==> config.mk <==
export PLATFORM = sky130hd
export DESIGN_NAME = scancode_line_buffer_top_flat
export DESIGN_NICKNAME = d
export VERILOG_FILES = /design/src/rtl/core/slb_pkg.sv /design/src/rtl/core/slb_if.sv /design/src/rtl/core/slb_front.sv /design/src/rtl/core/slb_queue.sv /design/src/rtl/core/slb_back.sv /design/src/rtl/core/scancode_line_buffer_top.sv /design/src/flat_wrapper.sv
export SDC_FILE = /design/constraint.sdc
export NUM_CORES = 1
export LEC_CHECK = 0
export ABC_AREA = 1
export BUFFER_PORTS_ARGS = -buffer_cell sky130_fd_sc_hd__buf_4
export CORE_ASPECT_RATIO = 1.5
export CORE_MARGIN = 4
export CORE_UTILIZATION = 55
export CTS_CLUSTER_SIZE = 16
export DETAILED_ROUTE_END_ITERATION = 8
export GPL_TIMING_DRIVEN = 0
export PLACE_DENSITY = 0.72
export SYNTH_ARGS = -nofsm -noshare
export SYNTH_HDL_FRONTEND = slang
export SYNTH_SLANG_ARGS = --single-unit
export TNS_END_PERCENT = 20
==> constraint.sdc <==
create_clock -name clock -period 3.4 [get_ports clock]
set_input_delay 0.51 -clock clock [delete_from_list [all_inputs] [get_ports clock]]
set_output_delay 0.51 -clock clock [all_outputs]
set_load 0.02 [all_outputs]
==> src/rtl/core/slb_pkg.sv <==
// slb_pkg: shared types, codes and the set-1 scancode translation functions
// for the scancode line buffer. No dependencies.
`default_nettype none

package slb_pkg;

   localparam logic KIND_SCAN = 1'b0;
   localparam logic KIND_READ = 1'b1;

   localparam logic RESULT_CHAR = 1'b0;
   localparam logic RESULT_DONE = 1'b1;

   localparam int COUNT_W = 6;
   localparam int QUEUE_DEPTH = 2;

   localparam logic [7:0] SC_SHIFT_PRESS   = 8'h36;
   localparam logic [7:0] SC_RELEASE_BIT   = 8'h80;
   localparam logic [7:0] SC_SHIFT_RELEASE = SC_SHIFT_PRESS | SC_RELEASE_BIT;

   typedef enum logic {
      OP_APPEND,
      OP_READ
   } op_type;

   // payload is the character for an append and the length for a read
   typedef struct packed {
      op_type     op;
      logic [7:0] payload;
   } cmd_type;

   typedef struct packed {
      logic    valid;
      cmd_type cmd;
   } push_type;

   typedef enum logic [1:0] {
      ST_IDLE,
      ST_SERVE,
      ST_EMIT,
      ST_DONE
   } state_type;

   function automatic logic code_accepted(input logic [7:0] code);
      return (code >= 8'h02 && code <= 8'h29) || (code >= 8'h2b && code <= 8'h35) ||
             code == 8'h39 || code == 8'h4a || code == 8'h4c || code == 8'h4e;
   endfunction

   function automatic logic [7:0] plain_char(input logic [7:0] code);
      logic [7:0] ch;
      unique case (code)
         8'h01: ch = 8'h1b;
         8'h02: ch = 8'h31;
         8'h03: ch = 8'h32;
         8'h04: ch = 8'h33;
         8'h05: ch = 8'h34;
         8'h06: ch = 8'h35;
         8'h07: ch = 8'h36;
         8'h08: ch = 8'h37;
         8'h09: ch = 8'h38;
         8'h0a: ch = 8'h39;
         8'h0b: ch = 8'h30;
         8'h0c: ch = 8'h2d;
         8'h0d: ch = 8'h3d;
         8'h0e: ch = 8'h08;
         8'h0f: ch = 8'h09;
         8'h10: ch = 8'h71;
         8'h11: ch = 8'h77;
         8'h12: ch = 8'h65;
         8'h13: ch = 8'h72;
         8'h14: ch = 8'h74;
         8'h15: ch = 8'h79;
         8'h16: ch = 8'h75;
         8'h17: ch = 8'h69;
         8'h18: ch = 8'h6f;
         8'h19: ch = 8'h70;
         8'h1a: ch = 8'h5b;
         8'h1b: ch = 8'h5d;
         8'h1c: ch = 8'h0a;
         8'h1e: ch = 8'h61;
         8'h1f: ch = 8'h73;
         8'h20: ch = 8'h64;
         8'h21: ch = 8'h66;
         8'h22: ch = 8'h67;
         8'h23: ch = 8'h68;
         8'h24: ch = 8'h6a;
         8'h25: ch = 8'h6b;
         8'h26: ch = 8'h6c;
         8'h27: ch = 8'h3b;
         8'h28: ch = 8'h27;
         8'h29: ch = 8'h60;
         8'h2b: ch = 8'h5c;
         8'h2c: ch = 8'h7a;
         8'h2d: ch = 8'h78;
         8'h2e: ch = 8'h63;
         8'h2f: ch = 8'h76;
         8'h30: ch = 8'h62;
         8'h31: ch = 8'h6e;
         8'h32: ch = 8'h6d;
         8'h33: ch = 8'h2c;
         8'h34: ch = 8'h2e;
         8'h35: ch = 8'h2f;
         8'h39: ch = 8'h20;
         default: ch = 8'h00;
      endcase
      return ch;
   endfunction

   function automatic logic [7:0] shift_char(input logic [7:0] code);
      logic [7:0] base;
      logic [7:0] ch;
      base = plain_char(code);
      unique case (code)
         8'h02: ch = 8'h21;
         8'h03: ch = 8'h40;
         8'h04: ch = 8'h23;
         8'h05: ch = 8'h24;
         8'h06: ch = 8'h25;
         8'h07: ch = 8'h5e;
         8'h08: ch = 8'h26;
         8'h09: ch = 8'h2a;
         8'h0a: ch = 8'h28;
         8'h0b: ch = 8'h29;
         8'h0c: ch = 8'h5f;
         8'h0d: ch = 8'h2b;
         8'h1a: ch = 8'h7b;
         8'h1b: ch = 8'h7d;
         8'h27: ch = 8'h3a;
         8'h28: ch = 8'h22;
         8'h29: ch = 8'h7e;
         8'h2b: ch = 8'h7c;
         8'h33: ch = 8'h3c;
         8'h34: ch = 8'h3e;
         8'h35: ch = 8'h3f;
         // letters go upper case, the rest match the plain map
         default: ch = (base >= 8'h61 && base <= 8'h7a) ? (base & 8'hdf) : base;
      endcase
      return ch;
   endfunction

endpackage

`default_nettype wire

==> src/rtl/core/slb_if.sv <==
// slb_req_if and slb_rsp_if: valid/ready channels of the line buffer.
// Depends on nothing.
`default_nettype none

interface slb_req_if;
   logic       valid;
   logic       ready;
   logic       kind;
   logic [7:0] scan_code;
   logic [7:0] read_len;

   modport source (output valid, kind, scan_code, read_len, input ready);
   modport sink   (input valid, kind, scan_code, read_len, output ready);
endinterface

interface slb_rsp_if;
   logic       valid;
   logic       ready;
   logic       result_kind;
   logic [7:0] data_byte;
   logic [5:0] delivered_count;
   logic       last;

   modport source (output valid, result_kind, data_byte, delivered_count, last, input ready);
   modport sink   (input valid, result_kind, data_byte, delivered_count, last, output ready);
endinterface

`default_nettype wire

==> src/rtl/core/slb_front.sv <==
// slb_front: takes request beats, tracks shift, translates scancodes and
// queues append/read commands. Depends on slb_pkg and slb_req_if.
`default_nettype none

module slb_front import slb_pkg::*; (
   input  wire logic  clock,
   input  wire logic  reset,
   slb_req_if.sink    req,
   output push_type   push,
   input  wire logic  push_ready
);

   logic shift_ff;
   logic shift_in;
   logic beat;

   assign req.ready = push_ready;
   assign beat      = req.valid && push_ready;

   always_comb begin
      shift_in          = shift_ff;
      push.valid        = 1'b0;
      push.cmd.op       = OP_APPEND;
      push.cmd.payload  = shift_ff ? shift_char(req.scan_code) : plain_char(req.scan_code);
      if (req.kind == KIND_READ) begin
         push.valid       = req.valid;
         push.cmd.op      = OP_READ;
         push.cmd.payload = req.read_len;
      end else if (req.scan_code == SC_SHIFT_PRESS) begin
         shift_in = beat ? 1'b1 : shift_ff;
      end else if (req.scan_code == SC_SHIFT_RELEASE) begin
         shift_in = beat ? 1'b0 : shift_ff;
      end else begin
         push.valid = req.valid && code_accepted(req.scan_code);
      end
   end

   always_ff @(posedge clock) begin
      if (reset) begin
         shift_ff <= 1'b0;
      end else begin
         shift_ff <= shift_in;
      end
   end

endmodule

`default_nettype wire

==> src/rtl/core/slb_queue.sv <==
// slb_queue: two-entry command queue between front and back end.
// Depends on slb_pkg.
`default_nettype none

module slb_queue import slb_pkg::*; (
   input  wire logic     clock,
   input  wire logic     reset,
   input  wire push_type push,
   output logic          push_ready,
   output logic          pop_valid,
   output cmd_type       pop_cmd,
   input  wire logic     pop_ready
);

   localparam int IDX_W = $clog2(QUEUE_DEPTH);
   localparam int CNT_W = $clog2(QUEUE_DEPTH + 1);

   cmd_type            entries_ff [QUEUE_DEPTH];
   logic [IDX_W-1:0]   wr_ptr_ff, wr_ptr_in;
   logic [IDX_W-1:0]   rd_ptr_ff, rd_ptr_in;
   logic [CNT_W-1:0]   count_ff, count_in;
   logic               do_push, do_pop;

   assign push_ready = count_ff != CNT_W'(QUEUE_DEPTH);
   assign pop_valid  = count_ff != '0;
   assign pop_cmd    = entries_ff[rd_ptr_ff];
   assign do_push    = push.valid && push_ready;
   assign do_pop     = pop_valid && pop_ready;

   always_comb begin
      wr_ptr_in = wr_ptr_ff;
      rd_ptr_in = rd_ptr_ff;
      count_in  = count_ff;
      if (do_push) begin
         wr_ptr_in = (wr_ptr_ff == IDX_W'(QUEUE_DEPTH - 1)) ? '0 : wr_ptr_ff + 1'b1;
      end
      if (do_pop) begin
         rd_ptr_in = (rd_ptr_ff == IDX_W'(QUEUE_DEPTH - 1)) ? '0 : rd_ptr_ff + 1'b1;
      end
      if (do_push && !do_pop) begin
         count_in = count_ff + 1'b1;
      end else if (do_pop && !do_push) begin
         count_in = count_ff - 1'b1;
      end
   end

   always_ff @(posedge clock) begin
      if (do_push) begin
         entries_ff[wr_ptr_ff] <= push.cmd;
      end
   end

   always_ff @(posedge clock) begin
      if (reset) begin
         wr_ptr_ff <= '0;
         rd_ptr_ff <= '0;
         count_ff  <= '0;
      end else begin
         wr_ptr_ff <= wr_ptr_in;
         rd_ptr_ff <= rd_ptr_in;
         count_ff  <= count_in;
      end
   end

endmodule

`default_nettype wire

==> src/rtl/core/slb_back.sv <==
// slb_back: line store, fill tracking, waiting read and result output register.
// Depends on slb_pkg and slb_rsp_if.
`default_nettype none

module slb_back import slb_pkg::*; #(
   parameter int LINE_CHARS = 32
) (
   input  wire logic    clock,
   input  wire logic    reset,
   input  wire logic    pop_valid,
   input  wire cmd_type pop_cmd,
   output logic         pop_ready,
   slb_rsp_if.source    rsp
);

   localparam int PTR_W  = $clog2(LINE_CHARS);
   localparam int FILL_W = $clog2(LINE_CHARS + 1);

   logic [7:0]        mem [LINE_CHARS];
   logic [7:0]        rd_data_ff;

   state_type         state_ff, state_in;
   logic [FILL_W-1:0] fill_ff, fill_in;
   logic [PTR_W-1:0]  rp_ff, rp_in;
   logic              pend_ff, pend_in;
   logic [7:0]        pend_len_ff, pend_len_in;
   logic [7:0]        len_left_ff, len_left_in;
   logic [COUNT_W-1:0] cnt_ff, cnt_in;

   logic              out_valid_ff, out_valid_in;
   logic              out_kind_ff, out_kind_in;
   logic [7:0]        out_data_ff, out_data_in;
   logic [COUNT_W-1:0] out_cnt_ff, out_cnt_in;
   logic              out_last_ff, out_last_in;

   logic              mem_we, mem_re, out_free;
   logic [FILL_W:0]   wr_sum;
   logic [PTR_W-1:0]  wr_addr, rp_next;
   logic [FILL_W-1:0] fill_plus;

   assign wr_sum    = (FILL_W + 1)'(rp_ff) + (FILL_W + 1)'(fill_ff);
   assign wr_addr   = (wr_sum >= (FILL_W + 1)'(LINE_CHARS)) ?
                      PTR_W'(wr_sum - (FILL_W + 1)'(LINE_CHARS)) : PTR_W'(wr_sum);
   assign rp_next   = (rp_ff == PTR_W'(LINE_CHARS - 1)) ? '0 : rp_ff + 1'b1;
   assign fill_plus = fill_ff + 1'b1;
   assign out_free  = !out_valid_ff || rsp.ready;

   assign rsp.valid           = out_valid_ff;
   assign rsp.result_kind     = out_kind_ff;
   assign rsp.data_byte       = out_data_ff;
   assign rsp.delivered_count = out_cnt_ff;
   assign rsp.last            = out_last_ff;

   always_comb begin
      state_in     = state_ff;
      fill_in      = fill_ff;
      rp_in        = rp_ff;
      pend_in      = pend_ff;
      pend_len_in  = pend_len_ff;
      len_left_in  = len_left_ff;
      cnt_in       = cnt_ff;
      out_valid_in = out_valid_ff && !rsp.ready;
      out_kind_in  = out_kind_ff;
      out_data_in  = out_data_ff;
      out_cnt_in   = out_cnt_ff;
      out_last_in  = out_last_ff;
      pop_ready    = 1'b0;
      mem_we       = 1'b0;
      mem_re       = 1'b0;
      unique case (state_ff)
         ST_IDLE: begin
            pop_ready = 1'b1;
            if (pop_valid) begin
               unique case (pop_cmd.op)
                  OP_APPEND: begin
                     mem_we = 1'b1;
                     if (fill_plus == FILL_W'(LINE_CHARS)) begin
                        // store full: contents dropped, waiting read stays
                        fill_in = '0;
                        rp_in   = '0;
                     end else begin
                        fill_in = fill_plus;
                        if (pend_ff) begin
                           pend_in     = 1'b0;
                           pend_len_in = '0;
                           len_left_in = pend_len_ff;
                           cnt_in      = '0;
                           state_in    = ST_SERVE;
                        end
                     end
                  end
                  OP_READ: begin
                     if (fill_ff == '0) begin
                        pend_in     = 1'b1;
                        pend_len_in = pop_cmd.payload;
                     end else begin
                        len_left_in = pop_cmd.payload;
                        cnt_in      = '0;
                        state_in    = ST_SERVE;
                     end
                  end
                  default: ;
               endcase
            end
         end
         ST_SERVE: begin
            if (len_left_ff != '0 && fill_ff != '0) begin
               mem_re      = 1'b1;
               rp_in       = (fill_ff == FILL_W'(1)) ? '0 : rp_next;
               fill_in     = fill_ff - 1'b1;
               len_left_in = len_left_ff - 1'b1;
               cnt_in      = cnt_ff + 1'b1;
               state_in    = ST_EMIT;
            end else begin
               state_in = ST_DONE;
            end
         end
         ST_EMIT: begin
            if (out_free) begin
               out_valid_in = 1'b1;
               out_kind_in  = RESULT_CHAR;
               out_data_in  = rd_data_ff;
               out_cnt_in   = '0;
               out_last_in  = 1'b0;
               state_in     = ST_SERVE;
            end
         end
         ST_DONE: begin
            if (out_free) begin
               out_valid_in = 1'b1;
               out_kind_in  = RESULT_DONE;
               out_data_in  = '0;
               out_cnt_in   = cnt_ff;
               out_last_in  = 1'b1;
               state_in     = ST_IDLE;
            end
         end
         default: state_in = ST_IDLE;
      endcase
   end

   always_ff @(posedge clock) begin
      if (mem_we) begin
         mem[wr_addr] <= pop_cmd.payload;
      end
      if (mem_re) begin
         rd_data_ff <= mem[rp_ff];
      end
   end

   always_ff @(posedge clock) begin
      out_kind_ff <= out_kind_in;
      out_data_ff <= out_data_in;
      out_cnt_ff  <= out_cnt_in;
      out_last_ff <= out_last_in;
      len_left_ff <= len_left_in;
      cnt_ff      <= cnt_in;
   end

   always_ff @(posedge clock) begin
      if (reset) begin
         state_ff     <= ST_IDLE;
         fill_ff      <= '0;
         rp_ff        <= '0;
         pend_ff      <= 1'b0;
         pend_len_ff  <= '0;
         out_valid_ff <= 1'b0;
      end else begin
         state_ff     <= state_in;
         fill_ff      <= fill_in;
         rp_ff        <= rp_in;
         pend_ff      <= pend_in;
         pend_len_ff  <= pend_len_in;
         out_valid_ff <= out_valid_in;
      end
   end

endmodule

`default_nettype wire

==> src/rtl/core/scancode_line_buffer_top.sv <==
// scancode_line_buffer_top: set-1 scancode to ASCII line buffer.
// Depends on slb_pkg, slb_if, slb_front, slb_queue and slb_back.
//
//   channel   dir   beat contents
//   req_bus   in    kind, scan_code, read_len
//   rsp_bus   out   result_kind, data_byte, delivered_count, last
//
// a request beat is taken while the two-entry command queue has room
// the back end takes one queued command per cycle while idle
// a read goes: accept, then per byte a store read and an output load,
// then the end check and the completion beat
// a stalled rsp_bus holds the output register; the queue absorbs two commands, then req_bus stalls
// synchronous reset clears shift, fill, read pointer, the waiting read, queue and output valid
`default_nettype none

module scancode_line_buffer_top import slb_pkg::*; #(
   parameter int LINE_CHARS = 32
) (
   input  wire logic clock,
   input  wire logic reset,
   slb_req_if.sink   req_bus,
   slb_rsp_if.source rsp_bus
);

   push_type push;
   logic     push_ready;
   logic     pop_valid;
   cmd_type  pop_cmd;
   logic     pop_ready;

   slb_front u_front (
      .clock      (clock),
      .reset      (reset),
      .req        (req_bus),
      .push       (push),
      .push_ready (push_ready)
   );

   slb_queue u_queue (
      .clock      (clock),
      .reset      (reset),
      .push       (push),
      .push_ready (push_ready),
      .pop_valid  (pop_valid),
      .pop_cmd    (pop_cmd),
      .pop_ready  (pop_ready)
   );

   slb_back #(
      .LINE_CHARS (LINE_CHARS)
   ) u_back (
      .clock     (clock),
      .reset     (reset),
      .pop_valid (pop_valid),
      .pop_cmd   (pop_cmd),
      .pop_ready (pop_ready),
      .rsp       (rsp_bus)
   );

endmodule

`default_nettype wire

==> src/flat_wrapper.sv <==
// flat-port wrapper written by rule: the top's interface ports become plain ports
module scancode_line_buffer_top_flat import slb_pkg::*;
#(
   parameter int LINE_CHARS = 32
)
  (clock, reset, req_bus_valid, req_bus_kind, req_bus_scan_code, req_bus_read_len, req_bus_ready, rsp_bus_valid, rsp_bus_result_kind, rsp_bus_data_byte, rsp_bus_delivered_count, rsp_bus_last, rsp_bus_ready);
  slb_req_if req_bus_i ();
  slb_rsp_if rsp_bus_i ();
  input  wire logic clock;
  input  wire logic reset;
  input wire logic [$bits(req_bus_i.valid)-1:0] req_bus_valid;
  input wire logic [$bits(req_bus_i.kind)-1:0] req_bus_kind;
  input wire logic [$bits(req_bus_i.scan_code)-1:0] req_bus_scan_code;
  input wire logic [$bits(req_bus_i.read_len)-1:0] req_bus_read_len;
  output wire logic [$bits(req_bus_i.ready)-1:0] req_bus_ready;
  output wire logic [$bits(rsp_bus_i.valid)-1:0] rsp_bus_valid;
  output wire logic [$bits(rsp_bus_i.result_kind)-1:0] rsp_bus_result_kind;
  output wire logic [$bits(rsp_bus_i.data_byte)-1:0] rsp_bus_data_byte;
  output wire logic [$bits(rsp_bus_i.delivered_count)-1:0] rsp_bus_delivered_count;
  output wire logic [$bits(rsp_bus_i.last)-1:0] rsp_bus_last;
  input wire logic [$bits(rsp_bus_i.ready)-1:0] rsp_bus_ready;
  assign req_bus_i.valid = req_bus_valid;
  assign req_bus_i.kind = req_bus_kind;
  assign req_bus_i.scan_code = req_bus_scan_code;
  assign req_bus_i.read_len = req_bus_read_len;
  assign req_bus_ready = req_bus_i.ready;
  assign rsp_bus_valid = rsp_bus_i.valid;
  assign rsp_bus_result_kind = rsp_bus_i.result_kind;
  assign rsp_bus_data_byte = rsp_bus_i.data_byte;
  assign rsp_bus_delivered_count = rsp_bus_i.delivered_count;
  assign rsp_bus_last = rsp_bus_i.last;
  assign rsp_bus_i.ready = rsp_bus_ready;
  scancode_line_buffer_top #(.LINE_CHARS(LINE_CHARS)) u_core (.clock(clock), .reset(reset), .req_bus(req_bus_i), .rsp_bus(rsp_bus_i));
endmodule
# After elaboration in Yosys (flattened, before gate mapping)

Memory sizes are Yosys's and may differ from the RTL's. A register that Yosys moved wholly into a read port is not among the register bits.
Cells that the tools add are included.
Widths: inputs -> output; s select.

Reductions and logical operators: 40
Eq/ne operators: 48
Bitwise gates (word level): 2
Add/subtract/negate cells: 11
Order comparisons: 7
Muxes and demuxes: 83

Operator list:

| kind                | number |
|---|---|
| $pmux 8 s21         | 1 |
| $mux 8              | 13 |
| $eq 8x6->1 const B  | 9 |
| $mux 6              | 12 |
| $pmux 8 s2          | 4 |
| $eq 8x4->1 const B  | 6 |
| $pmux 6 s2          | 4 |
| $mux 5              | 7 |
| $eq 8x3->1 const B  | 4 |
| $mux 1              | 28 |
| $eq 8x7->1 const B  | 3 |
| $ne 2x2->1 const B  | 10 |
| $eq 8x2->1 const B  | 2 |
| $eq 8x5->1 const B  | 2 |
| $le 8x6->1 const B  | 2 |
| $mux 2              | 8 |
| $add 6x1->6 const B | 2 |
| $reduce_and 4->1    | 3 |
| $reduce_and 6->1    | 2 |
| $logic_and 1x1->1   | 11 |
| $pmux 5 s2          | 1 |
| $reduce_and 5->1    | 2 |
| $reduce_bool 2->1   | 5 |
| $mux 9              | 1 |
| other kinds (33)    | 49 |

RAM bits: 274
Register bits after elaboration: 57
Output and inout bits: 18
Memories kept: 4
Bits in read-only memories: 896

Memories:

| memory                    | words | bits a word | read ports | clocked after Yosys merged registers in | write ports | line            | source |
|---|---|---|---|---|---|---|---|
| (name not given)          | 64    | 7           | 1          | 0                                       | 0           | slb_pkg.sv:50   | `unique case (code)` |
| (name not given)          | 64    | 7           | 1          | 0                                       | 0           | slb_pkg.sv:50   |  |
| u_core.u_back.mem         | 32    | 8           | 1          | 1                                       | 1           | slb_back.sv:19  | `logic [7:0] mem [LINE_CHARS];` |
| u_core.u_queue.entries_ff | 2     | 9           | 1          | 1                                       | 1           | slb_queue.sv:18 | `cmd_type entries_ff [QUEUE_DEPTH];` |

# Depth between registers and ports, before layout

Gate-level depths: netlist of run 1.

Depth in word-level cells: 16
Mapped depth: 18
Depth with buffers taken out: 17

# By module

Synthesis of run 1 repeated with hierarchy kept, for this count alone.

Cell total of the unflattened synthesis: 1515
Area total of the unflattened synthesis: 16067.9 µm²

Modules (own cells, without submodules):

| module    | cells an instance | instances | area an instance (µm²) | seq. area each (µm²) |
|---|---|---|---|---|
| slb_back  | 1143              | 1         | 13575.5                | 9258.9 |
| slb_front | 307               | 1         | 1586.5                 | 20.0 |
| slb_queue | 65                | 1         | 905.9                  | 640.6 |

# Worst setup path before layout of run 1

Ideal clock, no wire load.

Path kind: register -> register
Start: reg u_core.u_back.fill_ff[1]
End: reg u_core.u_back.cnt_ff[0] (enable)
Stages on the path, launching flop included: 10
Path slack: 931 ps
Clock period less this slack: 2469 ps
Arrival time: 2085 ps
Buffers on the path: 0
Cells stage by stage: dfxtp_1 -> ha_1 -> nand3_1 -> xor2_1 -> nor2_1 -> nand4_2 -> inv_1 -> o21ai_0 -> nand3_1 -> nor2_1

Cells in the longest elaborated chain, start to end: 4
Elaborated cells between the ends (all ways): 9
Classes of those cells: add/sub: 1; eq/ne: 4; reduce/logical: 4

Ends and longest elaborated chain:

| item                                               | line                            | source |
|---|---|---|
| from (decl)                                        | slb_back.sv:23                  | `logic [FILL_W-1:0] fill_ff, fill_in;` |
| from (signal assigned)                             | slb_back.sv:170                 | `fill_ff <= fill_in;` |
| $add 6x1->6 or $reduce_bool 6->1 (tied branches)   | slb_back.sv:45, slb_back.sv:107 |  |
| $eq 6x6->1 or $logic_and 1x1->1 (tied branches)    | slb_back.sv:77, slb_back.sv:107 |  |
| $ne 3x3->1 (no line) or $ne 2x2->1 (tied branches) | -                               |  |
| $reduce_and 6->1 (no line) (*)                     | -                               |  |
| to (signal assigned)                               | slb_back.sv:157                 | `cnt_ff <= cnt_in;` |
| to (decl)                                          | slb_back.sv:28                  | `logic [COUNT_W-1:0] cnt_ff, cnt_in;` |

Mark *: on every way between the ends. The rest lies on a longest branch, timed or not.
A chain may end at the register's enable or synchronous reset.

# Worst setup path in the final report of run 1

Start: reg u_core.u_back.rp_ff[0]
End: mem u_core.u_back.mem[24][0] (enable)

Cells in the longest elaborated chain, start to end: 3
Elaborated cells between the ends (all ways): 4
Classes of those cells: add/sub: 2; order compare: 1; mux: 1

Ends and longest elaborated chain:

| item                                      | line                           | source |
|---|---|---|
| from (decl)                               | slb_back.sv:24                 | `logic [PTR_W-1:0] rp_ff, rp_in;` |
| from (signal assigned)                    | slb_back.sv:171                | `rp_ff <= rp_in;` |
| $add 5x6->7 (*)                           | slb_back.sv:41                 | `assign wr_sum = (FILL_W + 1)'(rp_ff) + (FILL_W + 1)'(fill_ff);` |
| $ge 7x6->1 or $sub 5x1->5 (tied branches) | slb_back.sv:42, slb_back.sv:43 |  |
| $mux 5 (*)                                | slb_back.sv:42                 | `assign wr_addr = (wr_sum >= (FILL_W + 1)'(LINE_CHARS)) ?` |
| to (decl)                                 | slb_back.sv:19                 |  |

Marks and branches as above.

==> results.md, run 1 <==
* Status: completed
* Clock share of power at 26.1%
* Sequential element share of the synthesized area at 63.11%
* Share of layout cells above drive strength 1 at 9.379%
* Register clock-pin slew on the reported worst setup and hold paths at 0.07 ns
* Psw at 0.004334 W
* CP Launch Type: flop
* DR vias/cell at 6.033
* Vias in the first global route at 11680
* CP Class: flop to flop
* Post-CTS Hold Buffers at 0
* Final Skew at 0.02105 ns
* Final wirelength at 43.72 mm
* Placed Cells incl. Taps at 1904
* Worst VDD drop at 0.0005221 V
* Final worst-path cycle share at 90.83%
* DP Wirelength at 30.68 mm
* Synth Area per Inst at 10.33 um2
* Clock tree buffer depth at 3
* Largest net degree at the start of global routing at 34
* Top FF cell, synth: edfxtp_1
* CTS tree: done
* Root Buffer: clkbuf_16
* Peak Freq at 323.8 MHz
* Sw frac at 34.89%
* Power, Total at 0.01242 W
* IO Port Bufs at 36
* Setup violators final at 0
* Core ar. at 28060 um2
* RSZ-0062 raised after global routing: false
* Drt first-iter violations at 966
* Hold crit path type: primary input to flop
* TritonCTS Buffers at 29
* WL/cell at 22.35 um
* H-tree Lvls at 1
* Slowest stage delay, CP at 0.88 ns
* WP data arrival at 3.26 ns
* Leakage at 6.443 nW
* Setup TNS at 0 ns
* Syn nets at 1569
* Slew HR at 14.01%
* Post-Place Cell Area at 16420 um2
* Starting Density at 56.02%
* Final Wtd Congestion at 0.9408
* Worst Tran Pin Value at 1.288 ns
* Cell-internal power at 0.008088 W
* Clock latency on the worst-skew pair at 0.56 ns
* Critical path cell sequence: ha_1 -> fa_1 -> inv_1 -> nand3_1 -> nor2_1
* Vias at 11800
* Final cell count without fillers at 1956
* Synth cell types at 47
* Synth warnings at 0
* CP Capture Type: flop
* Crit-path max FO at 8
* Sequential Power Share at 44.9%
* Die Y at 215.1 um
* DRC at 0
* EDFF count, synth at 311
* Row count at 75
* NumNets Final at 1636
* Most frequent cells in the layout: edfxtp_1, nor2_1, nand2_1, o21ai_0, inv_1
* Synth Register Bits at 340
* Most common cell after layout, fill and taps aside: edfxtp_1
* CP delay by family, top: simple AND/OR/NAND/NOR gates
* Pre-antenna DRT Iters at 6
* Post-Syn Instances at 1522
* Top Ports at 39
* Mapped Area at 15720 um2
* Min Tclk post-route at 3.088 ns
* Combinational share of power at 29.1%
* Critical path's slowest cell: nor2_1
* Pwr Density at 716.4 nW/um2
* Global route total overflow at 0
* Crit path buf inv count at 1
* Area delta synth->final at 10.32%
* Diode count at 0
* Final Cell Area at 17340 um2
* Global-route wire length before repair at 66.21 mm
* Max-slew violation count at 0
* Final Hold Viols at 0
* Initial antenna violation count at 0
* Post-detailed-route count of antenna-violating nets at 0
* FFs w/ async S/R, synth at 0%
* Sink Count at 340
* Max-Cap Viols at 0
* Die area at 31400 um2
* Total GRT Usage at 27.41%
* Post-cts gate resize count at 0
* Post-CTS setup buffers at 0
* Crit path required time at 3.57 ns
* Die extent in x at 146.0 um
## cell usage after synthesis, types with 14 or more instances
| cell | instances | area share, % |
|---|---|---|
| a21oi_1 | 41 | 1.3 |
| buf_2 | 16 | 0.51 |
| clkbuf_1 | 43 | 1.0 |
| dfxtp_1 | 29 | 3.7 |
| edfxtp_1 | 311 | 59 |
| ha_1 | 25 | 2.0 |
| inv_1 | 103 | 2.5 |
| inv_2 | 14 | 0.33 |
| nand2_1 | 205 | 4.9 |
| nand3_1 | 92 | 2.9 |
| nor2_1 | 266 | 6.4 |
| o21ai_0 | 196 | 6.2 |
| o221ai_1 | 32 | 1.8 |
| o22ai_1 | 32 | 1.3 |
## per-stage QoR
stage                     setup slack (ns)  util, %  hold WS [ns]
final                               0.3119    61.80        0.1397
after global routing               0.06508    61.80        0.1228
after CTS                           0.3468    61.80        0.1102
after detailed placement            0.3441    58.53        0.4536
after global placement              0.3408    58.53        0.4370
after floorplan                     0.9305        -        0.4259
## worst paths after layout
path,startpoint,end,slack [ns],cells past startpoint
worst max-delay path,u_core.u_back.rp_ff[0],u_core.u_back.mem[24][0],0.31,5
worst min register to register,u_core.u_queue.rd_ptr_ff,u_core.u_queue.rd_ptr_ff,0.46,1
worst min-delay path,req_bus_kind,u_core.u_queue.entries_ff[0][8],0.14,1
worst max register to register,u_core.u_back.rp_ff[0],u_core.u_back.mem[24][0],0.31,5
## flip-flops by register name (all words and copies together) (netlist names), 2 cells and up, named ones only
name,flops
u_core.u_back.rd_data_ff,8
u_core.u_back.rp_ff,5
u_core.u_back.rsp.delivered_count,6
u_core.u_back.fill_ff,6
u_core.u_back.cnt_ff,6
u_core.u_queue.entries_ff,18
u_core.u_back.mem,256
u_core.u_back.pend_len_ff,8
u_core.u_back.len_left_ff,8
u_core.u_back.rsp.data_byte,8
u_core.u_back.state_ff,2
u_core.u_queue.count_ff,2
## worst reg2reg max path: stages, from the launching register on
cell	delay, ns
dfxtp_1	0.51
ha_1	0.28
fa_1	0.48
inv_1	0.11
nand3_1	0.44
nor2_1	0.89
## layout make-up
cell class / instances / area (um2)
inverter: 121 / 454.2
timing repair buffer: 36 / 270.3
buffer: 72 / 335.3
fill: 2241 / 10720
clock inverter: 19 / 177.7
clock buffer: 33 / 740.7
multi-input combinational: 989 / 5010
tap: 346 / 432.9
sequential: 340 / 9920
## cell families after synthesis
family                   count (synthesis)  synth area share (%)
XOR/XNOR                                18                 1.051
buffers and inverters                  193                 5.023
AND/OR/NAND/NOR                        610                 16.51
AO/OA/AOI/OAI                          335                 12.19
adder cells (fa/ha/maj)                 26                 2.117
flip-flops                             340                 63.11
## layer usage
layer / GRT usage, % / routed length, um
met5: 0 / 0
met4: 17.51 / 2851
met3: 3.413 / 3109
met2: 49.25 / 22750
met1: 30.63 / 15010
## power groups by stage
stage / clock network, W / registers, W / logic [W]
floorplan: 0 / 0.00564 / 0.00217
global placement: 0 / 0.00564 / 0.00345
detailed placement: 0 / 0.00566 / 0.00354
CTS: 0.00326 / 0.00557 / 0.00355
global route: 0.00342 / 0.00561 / 0.00391
finish: 0.00324 / 0.00557 / 0.00361
(Power assumes the default switching activity.)
==> run 2, diff against run 1 <==
--- a/config.mk
+++ b/config.mk
@@ -7,7 +7,7 @@
 export LEC_CHECK = 0
 export ABC_AREA = 1
 export BUFFER_PORTS_ARGS = -buffer_cell sky130_fd_sc_hd__buf_4
-export CORE_ASPECT_RATIO = 1.5
+export CORE_ASPECT_RATIO = 0.75
 export CORE_MARGIN = 4
 export CORE_UTILIZATION = 55
 export CTS_CLUSTER_SIZE = 16
==> run 2 against run 1 <==
  * Worst hold slack better by 0.053 ns
  * Worst setup slack worse by 0.072 ns
  * Cell area is 1.2% higher
  * Core utilization is 0.63 points higher
  * Flip-flop and latch count stayed put
  * Total power is 3.7% higher
  * Final cell count is 2.4% higher
  * Clock skew is 0.0027 ns higher
  * Die area hardly changed
  * Largest cell class unchanged
  * Sequential share of layout area is 0.69 points lower
  * Register-to-register slack worse by 0.07 ns
==> results.md, run 2 (synthesized netlist as in run 1, its figures left out) <==
* Status: completed
* Final Wtd Congestion at 0.9822 (+4.4%)
* Top Ports at 39 (unchanged)
* Most flops, register: u_core.u_back.mem
* Starting Density at 55.91% (-0.12 points)
* Final Skew at 0.02376 ns (+0.002710 ns)
* Crit-path max FO at 8 (unchanged)
* DRC at 0 (unchanged)
* DR vias/cell at 5.920 (-1.9%)
* Most common cell after layout, fill and taps aside: edfxtp_1
* Max reg flops at 256 (unchanged)
* Clock latency on the worst-skew pair at 0.52 ns (-0.04 ns)
* Area delta synth->final at 11.67%
* Largest regs: u_core.u_back.mem (256), u_core.u_queue.entries_ff (18)
* Largest net degree at the start of global routing at 34 (unchanged)
* Die extent in x at 203.2 um (+39%)
* Most frequent cells in the layout: edfxtp_1, nor2_1, nand2_1, o21ai_0, inv_1
* Final Hold Viols at 0 (unchanged)
* NumNets Final at 1641 (+0.31%)
* Initial antenna violation count at 0 (unchanged)
* Max-slew violation count at 0 (unchanged)
* Root Buffer: clkbuf_16
* Row count at 53 (-29%)
* Post-CTS Hold Buffers at 0 (unchanged)
* WP data arrival at 3.29 ns (+0.03 ns)
* Slew HR at 11.04% (-3.0 points)
* Min Tclk post-route at 3.160 ns (+0.07191 ns)
* Die Y at 154.4 um (-28%)
* Diode count at 0 (unchanged)
* Leakage at 6.519 nW (+1.2%)
* H-tree Lvls at 2 (+1)
* WL/cell at 21.17 um (-5.3%)
* CTS tree: done
* Placed Cells incl. Taps at 1943 (+2.0%)
* Setup TNS at 0 ns (unchanged)
* CP Launch Type: flop
* TritonCTS Buffers at 34 (+17%)
* Register clock-pin slew on the reported worst setup and hold paths at 0.06 ns (about the same)
* Power, Total at 0.01288 W (+3.7%)
* Final wirelength at 42.39 mm (-3.0%)
* RSZ-0062 raised after global routing: false
* Crit path required time at 3.53 ns (-0.04 ns)
* Worst Tran Pin Value at 1.333 ns (+0.04440 ns)
* Vias at 11850 (+0.43%)
* Share of layout cells above drive strength 1 at 9.338% (-0.041 points)
* Post-detailed-route count of antenna-violating nets at 0 (unchanged)
* Hold crit path type: primary input to flop
* Final cell count without fillers at 2002 (+2.4%)
* Max-Cap Viols at 0 (unchanged)
* IO Port Bufs at 36 (unchanged)
* Die area at 31380 um2 (about the same)
* Setup violators final at 0 (unchanged)
* Total GRT Usage at 26.73% (-0.68 points)
* Post-CTS setup buffers at 0 (unchanged)
* Post-cts gate resize count at 0 (unchanged)
* Peak Freq at 316.5 MHz (-2.3%)
* Setup ws final at 0.2400 ns (-0.07191 ns)
* CP Capture Type: flop
* Worst VDD drop at 0.0003729 V (-29%)
* Vias in the first global route at 11200 (-4.1%)
* Final worst-path cycle share at 92.94% (+2.1 points)
* Pwr Density at 733.9 nW/um2 (+2.4%)
* Pre-antenna DRT Iters at 6 (unchanged)
* Worst hold slack at 0.1930 ns (+0.05333 ns)
* Global-route wire length before repair at 64.54 mm (-2.5%)
* Clock tree buffer depth at 3 (unchanged)
* Setup slack at placement at 0.3164 ns (-0.02776 ns)
* Core ar. at 28120 um2 (+0.21%)
* Drt first-iter violations at 1378 (+43%)
* Sink Count at 340 (unchanged)
* Global route total overflow at 0 (unchanged)
* CP Class: flop to flop
* DP Wirelength at 29.22 mm (-4.8%)
-- run 2: layout make-up --
class                   count  area, um2
well taps                 385      481.7
clock inverters            11      135.1
flip-flops and latches    340       9920
inverters                 121      454.2
multi-input cells         989       5012
repair buffers             36      270.3
fillers                  2310      10560
plain buffers              72      335.3
clock buffers              48      944.7
-- run 2: final timing paths --
| kind | from | to | slack [ns] | cells after the start |
|---|---|---|---|---|
| worst min register to register | u_core.u_queue.rd_ptr_ff | flop | 0.45 | 1 |
| worst min-delay path | req_bus_kind | u_core.u_queue.entries_ff[1][8] | 0.19 | 1 |
| worst max register to register | u_core.u_back.rp_ff[0] | u_core.u_back.mem[14][6] | 0.24 | 9 |
| worst max-delay path | u_core.u_back.rp_ff[0] | u_core.u_back.mem[14][6] | 0.24 | 9 |
-- run 2: layer usage --
metal  GRT usage, %  part of all wire [%]  vias up
met2          38.07                    42      618
li1               -                     -     5486
met3          7.818                    12       80
met4          7.319                   2.3        0
met1          40.38                    44     5668
met5              0                     0        -
-- run 2: critical path, cell delays in order (launching register included) --
cell and delay [ns]:
dfxtp_1 0.44, ha_1 0.28, fa_1 0.41, nand3_1 0.10, nand2_1 0.07, xnor2_1 0.27, inv_1 0.10, nor2_1 0.22
nand2_1 0.17, nor2_1 0.71
-- run 2: stage by stage --
stage | cell area [um2] | util (%)
floorplan | 15720 | -
global placement | 16470 | 58.58
detailed placement | 16470 | 58.58
CTS | 17550 | 62.42
global route | 17550 | 62.43
finish | 17550 | 62.43
-- run 2: where the power goes --
group	switching, W	total [W]	internal, W
Clock	0.00152	0.00369	0.00217
Sequential	0.000207	0.00559	0.00538
Combinational	0.00268	0.00360	0.000921
Total	0.00441	0.0129	0.00847
==> run 3, diff against run 2 <==
--- a/config.mk
+++ b/config.mk
@@ -9,11 +9,10 @@
 export BUFFER_PORTS_ARGS = -buffer_cell sky130_fd_sc_hd__buf_4
 export CORE_ASPECT_RATIO = 0.75
 export CORE_MARGIN = 4
-export CORE_UTILIZATION = 55
+export CORE_UTILIZATION = 63
 export CTS_CLUSTER_SIZE = 16
 export DETAILED_ROUTE_END_ITERATION = 8
-export GPL_TIMING_DRIVEN = 0
-export PLACE_DENSITY = 0.72
+export PLACE_DENSITY = 0.8
 export SYNTH_ARGS = -nofsm -noshare
 export SYNTH_HDL_FRONTEND = slang
 export SYNTH_SLANG_ARGS = --single-unit
==> run 3 against run 2 <==
  * Worst setup slack better by 0.30 ns
  * First-iteration DRC count up 6.0%
  * Fmax up 10%
  * Register-to-register slack better by 0.30 ns
  * Sequential share of layout area up 0.36 points
  * Non-clock buffer count down 30
  * Total power down 2.7%
  * Critical path depth down 4
  * Clock skew down 0.0021 ns
  * Critical path type unchanged
  * Critical endpoint is now u_core.u_back.mem[28][4]
  * Largest cell class unchanged
  * Largest power group unchanged
==> results.md, run 3 (synthesized netlist as in run 1, its figures left out) <==
* Status: completed
* IO Port Bufs at 38 (+5.6%)
* Core ar. at 24280 um2 (-14%)
* Final wirelength at 38.68 mm (-8.8%)
* Die extent in x at 190.4 um (-6.3%)
* Sw frac at 33.82% (-0.42 points)
* Crit-path max FO at 8 (unchanged)
* TritonCTS Buffers at 31 (-8.8%)
* RSZ-0062 raised after global routing: false
* Row count at 49 (-7.5%)
* Max reg flops at 256 (unchanged)
* DP Wirelength at 24.25 mm (-17%)
* Worst hold slack at 0.1564 ns (-0.03660 ns)
* Area delta synth->final at 11.02%
* Largest net degree at the start of global routing at 134 (+290%)
* Die Y at 144.8 um (-6.2%)
* Clock tree buffer depth at 3 (unchanged)
* Final Hold Viols at 0 (unchanged)
* Max-Cap Viols at 0 (unchanged)
* Register clock-pin slew on the reported worst setup and hold paths at 0.07 ns (about the same)
* Peak Freq at 349.2 MHz (+10%)
* Total GRT Usage at 28.04% (+1.3 points)
* CP Class: flop to flop
* WL/cell at 20.17 um (-4.8%)
* Slowest stage delay, CP at 0.81 ns (+0.10 ns)
* Top Ports at 39 (unchanged)
* Vias in the first global route at 10910 (-2.6%)
* Post-cts gate resize count at 0 (unchanged)
* Fill cells at 1678 (-27%)
* Root Buffer: clkbuf_16
* Starting Density at 64.74% (+8.8 points)
* Crit path required time at 3.59 ns (+0.06 ns)
* Min Tclk post-route at 2.864 ns (-0.2964 ns)
* Worst VDD drop at 0.0004601 V (+23%)
* Most frequent cells in the layout: edfxtp_1, nor2_1, nand2_1, o21ai_0, inv_1
* Clock share of power at 27.9% (-0.8 points)
* Pwr Density at 718.0 nW/um2 (-2.2%)
* Die area at 27570 um2 (-12%)
* Slew HR at 15.33% (+4.3 points)
* Final Skew at 0.02170 ns (-0.002063 ns)
* CTS tree: done
* Drt first-iter violations at 1461 (+6.0%)
* Critical path's slowest cell: nor2_1
* Global route total overflow at 0 (unchanged)
* Psw at 0.004237 W (-3.9%)
* Setup TNS at 0 ns (unchanged)
* Post-detailed-route count of antenna-violating nets at 0 (unchanged)
* Global-route wire length before repair at 60.62 mm (-6.1%)
* Hold crit path type: primary input to flop
* Combinational share of power at 27.4% (-0.6 points)
* Post-CTS setup buffers at 0 (unchanged)
* Leakage at 6.571 nW (+0.81%)
* Power, Total at 0.01253 W (-2.7%)
* WP data arrival at 3.05 ns (-0.24 ns)
* Most flops, register: u_core.u_back.mem
* Worst Tran Pin Value at 1.269 ns (-0.06418 ns)
* Most common cell after layout, fill and taps aside: edfxtp_1
* CP Launch Type: flop
* DRC at 0 (unchanged)
* Clock latency on the worst-skew pair at 0.58 ns (+0.06 ns)
* Setup ws final at 0.5363 ns (+0.2964 ns)
* DR vias/cell at 6.095 (+3.0%)
* Share of layout cells above drive strength 1 at 10.78% (+1.4 points)
* Util after Layout at 71.88% (+9.5 points)
* NumNets Final at 1608 (-2.0%)
* Max-slew violation count at 0 (unchanged)
* Final Wtd Congestion at 0.9822 (unchanged)
* Final worst-path cycle share at 84.23% (-8.7 points)
* Largest regs: u_core.u_back.mem (256), u_core.u_queue.entries_ff (18)
* Critical path cell sequence: ha_1 -> fa_1 -> inv_1 -> nand3_1 -> nor2_1
* Initial antenna violation count at 2 (+2)
* Sequential Power Share at 44.7% (+1.3 points)
* Setup slack at placement at 0.4920 ns (+0.1756 ns)
* Vias at 11690 (-1.4%)
* CP Capture Type: flop
* Pre-antenna DRT Iters at 5 (-1)
* H-tree Lvls at 1 (-1)
* Setup violators final at 0 (unchanged)
* Sink Count at 340 (unchanged)
* Post-CTS Hold Buffers at 0 (unchanged)
* Cell-internal power at 0.008293 W (-2.1%)
==> run 3: changes by cell type in the layout (fill, tap and decap cells not counted), moves of 2 or more <==
cell,previous run,this run
buf_1,4,0
buf_12,0,3
buf_2,16,0
buf_4,42,75
buf_6,3,0
clkbuf_1,54,9
clkbuf_16,35,31
clkinv_2,2,7
dfxtp_1,29,27
==> run 3: through the flow <==
stage,cells,instance area (um2)
2_1_floorplan,1522,15720
3_3_place_gp,1859,16430
3_5_place_dp,1859,16430
4_1_cts,1917,17450
5_1_grt,1917,17450
6_report,1918,17450
==> run 3: metal layers <==
layer | global-route usage [%] | part of all wire [%] | vias to the layer above
li1 | - | - | 5431
met1 | 42.70 | 44 | 5589
met2 | 42.91 | 45 | 599
met3 | 5.012 | 9.2 | 67
met4 | 6.573 | 1.8 | 4
met5 | 0 | 0.080 | -
==> run 3: layout make-up <==
type / instances / area [um2] / share of cell area, %
inverters: 121 / 454.2 / 2.603
multi-input cells: 989 / 5010 / 28.71
repair buffers: 78 / 623.1 / 3.570
well taps: 331 / 414.1 / 2.373
clock inverters: 15 / 172.7 / 0.9894
diodes: 1 / 2.502 / 0.01434
flip-flops and latches: 340 / 9925 / 56.87
clock buffers: 43 / 850.8 / 4.875
==> run 3: power groups by stage <==
| stage | Clock, W | Sequential, W | Combinational, W |
|---|---|---|---|
| after global routing | 0.00369 | 0.00564 | 0.00375 |
| after detailed placement | 0 | 0.00568 | 0.00333 |
| final | 0.00349 | 0.00560 | 0.00344 |
| after floorplan | 0 | 0.00564 | 0.00217 |
| after global placement | 0 | 0.00566 | 0.00322 |
| after CTS | 0.00351 | 0.00559 | 0.00337 |
==> run 3: final timing paths <==
path	startpoint	to	slack, ns	cells after the start
max	u_core.u_back.fill_ff[0]	u_core.u_back.mem[28][4]	0.54	5
min	req_bus_scan_code[7]	u_core.u_front.shift_ff	0.16	2
max reg2reg	u_core.u_back.fill_ff[0]	u_core.u_back.mem[28][4]	0.54	5
min reg2reg	u_core.u_queue.rd_ptr_ff	flop	0.46	1
==> run 3: worst max-delay path, delay by kind of cell (launching register included) <==
family	cells	cell delay, ns
AND/OR/NAND/NOR	2	1.18
flip-flops	1	0.47
adder cells (fa/ha/maj)	2	0.70
buffers and inverters	1	0.11
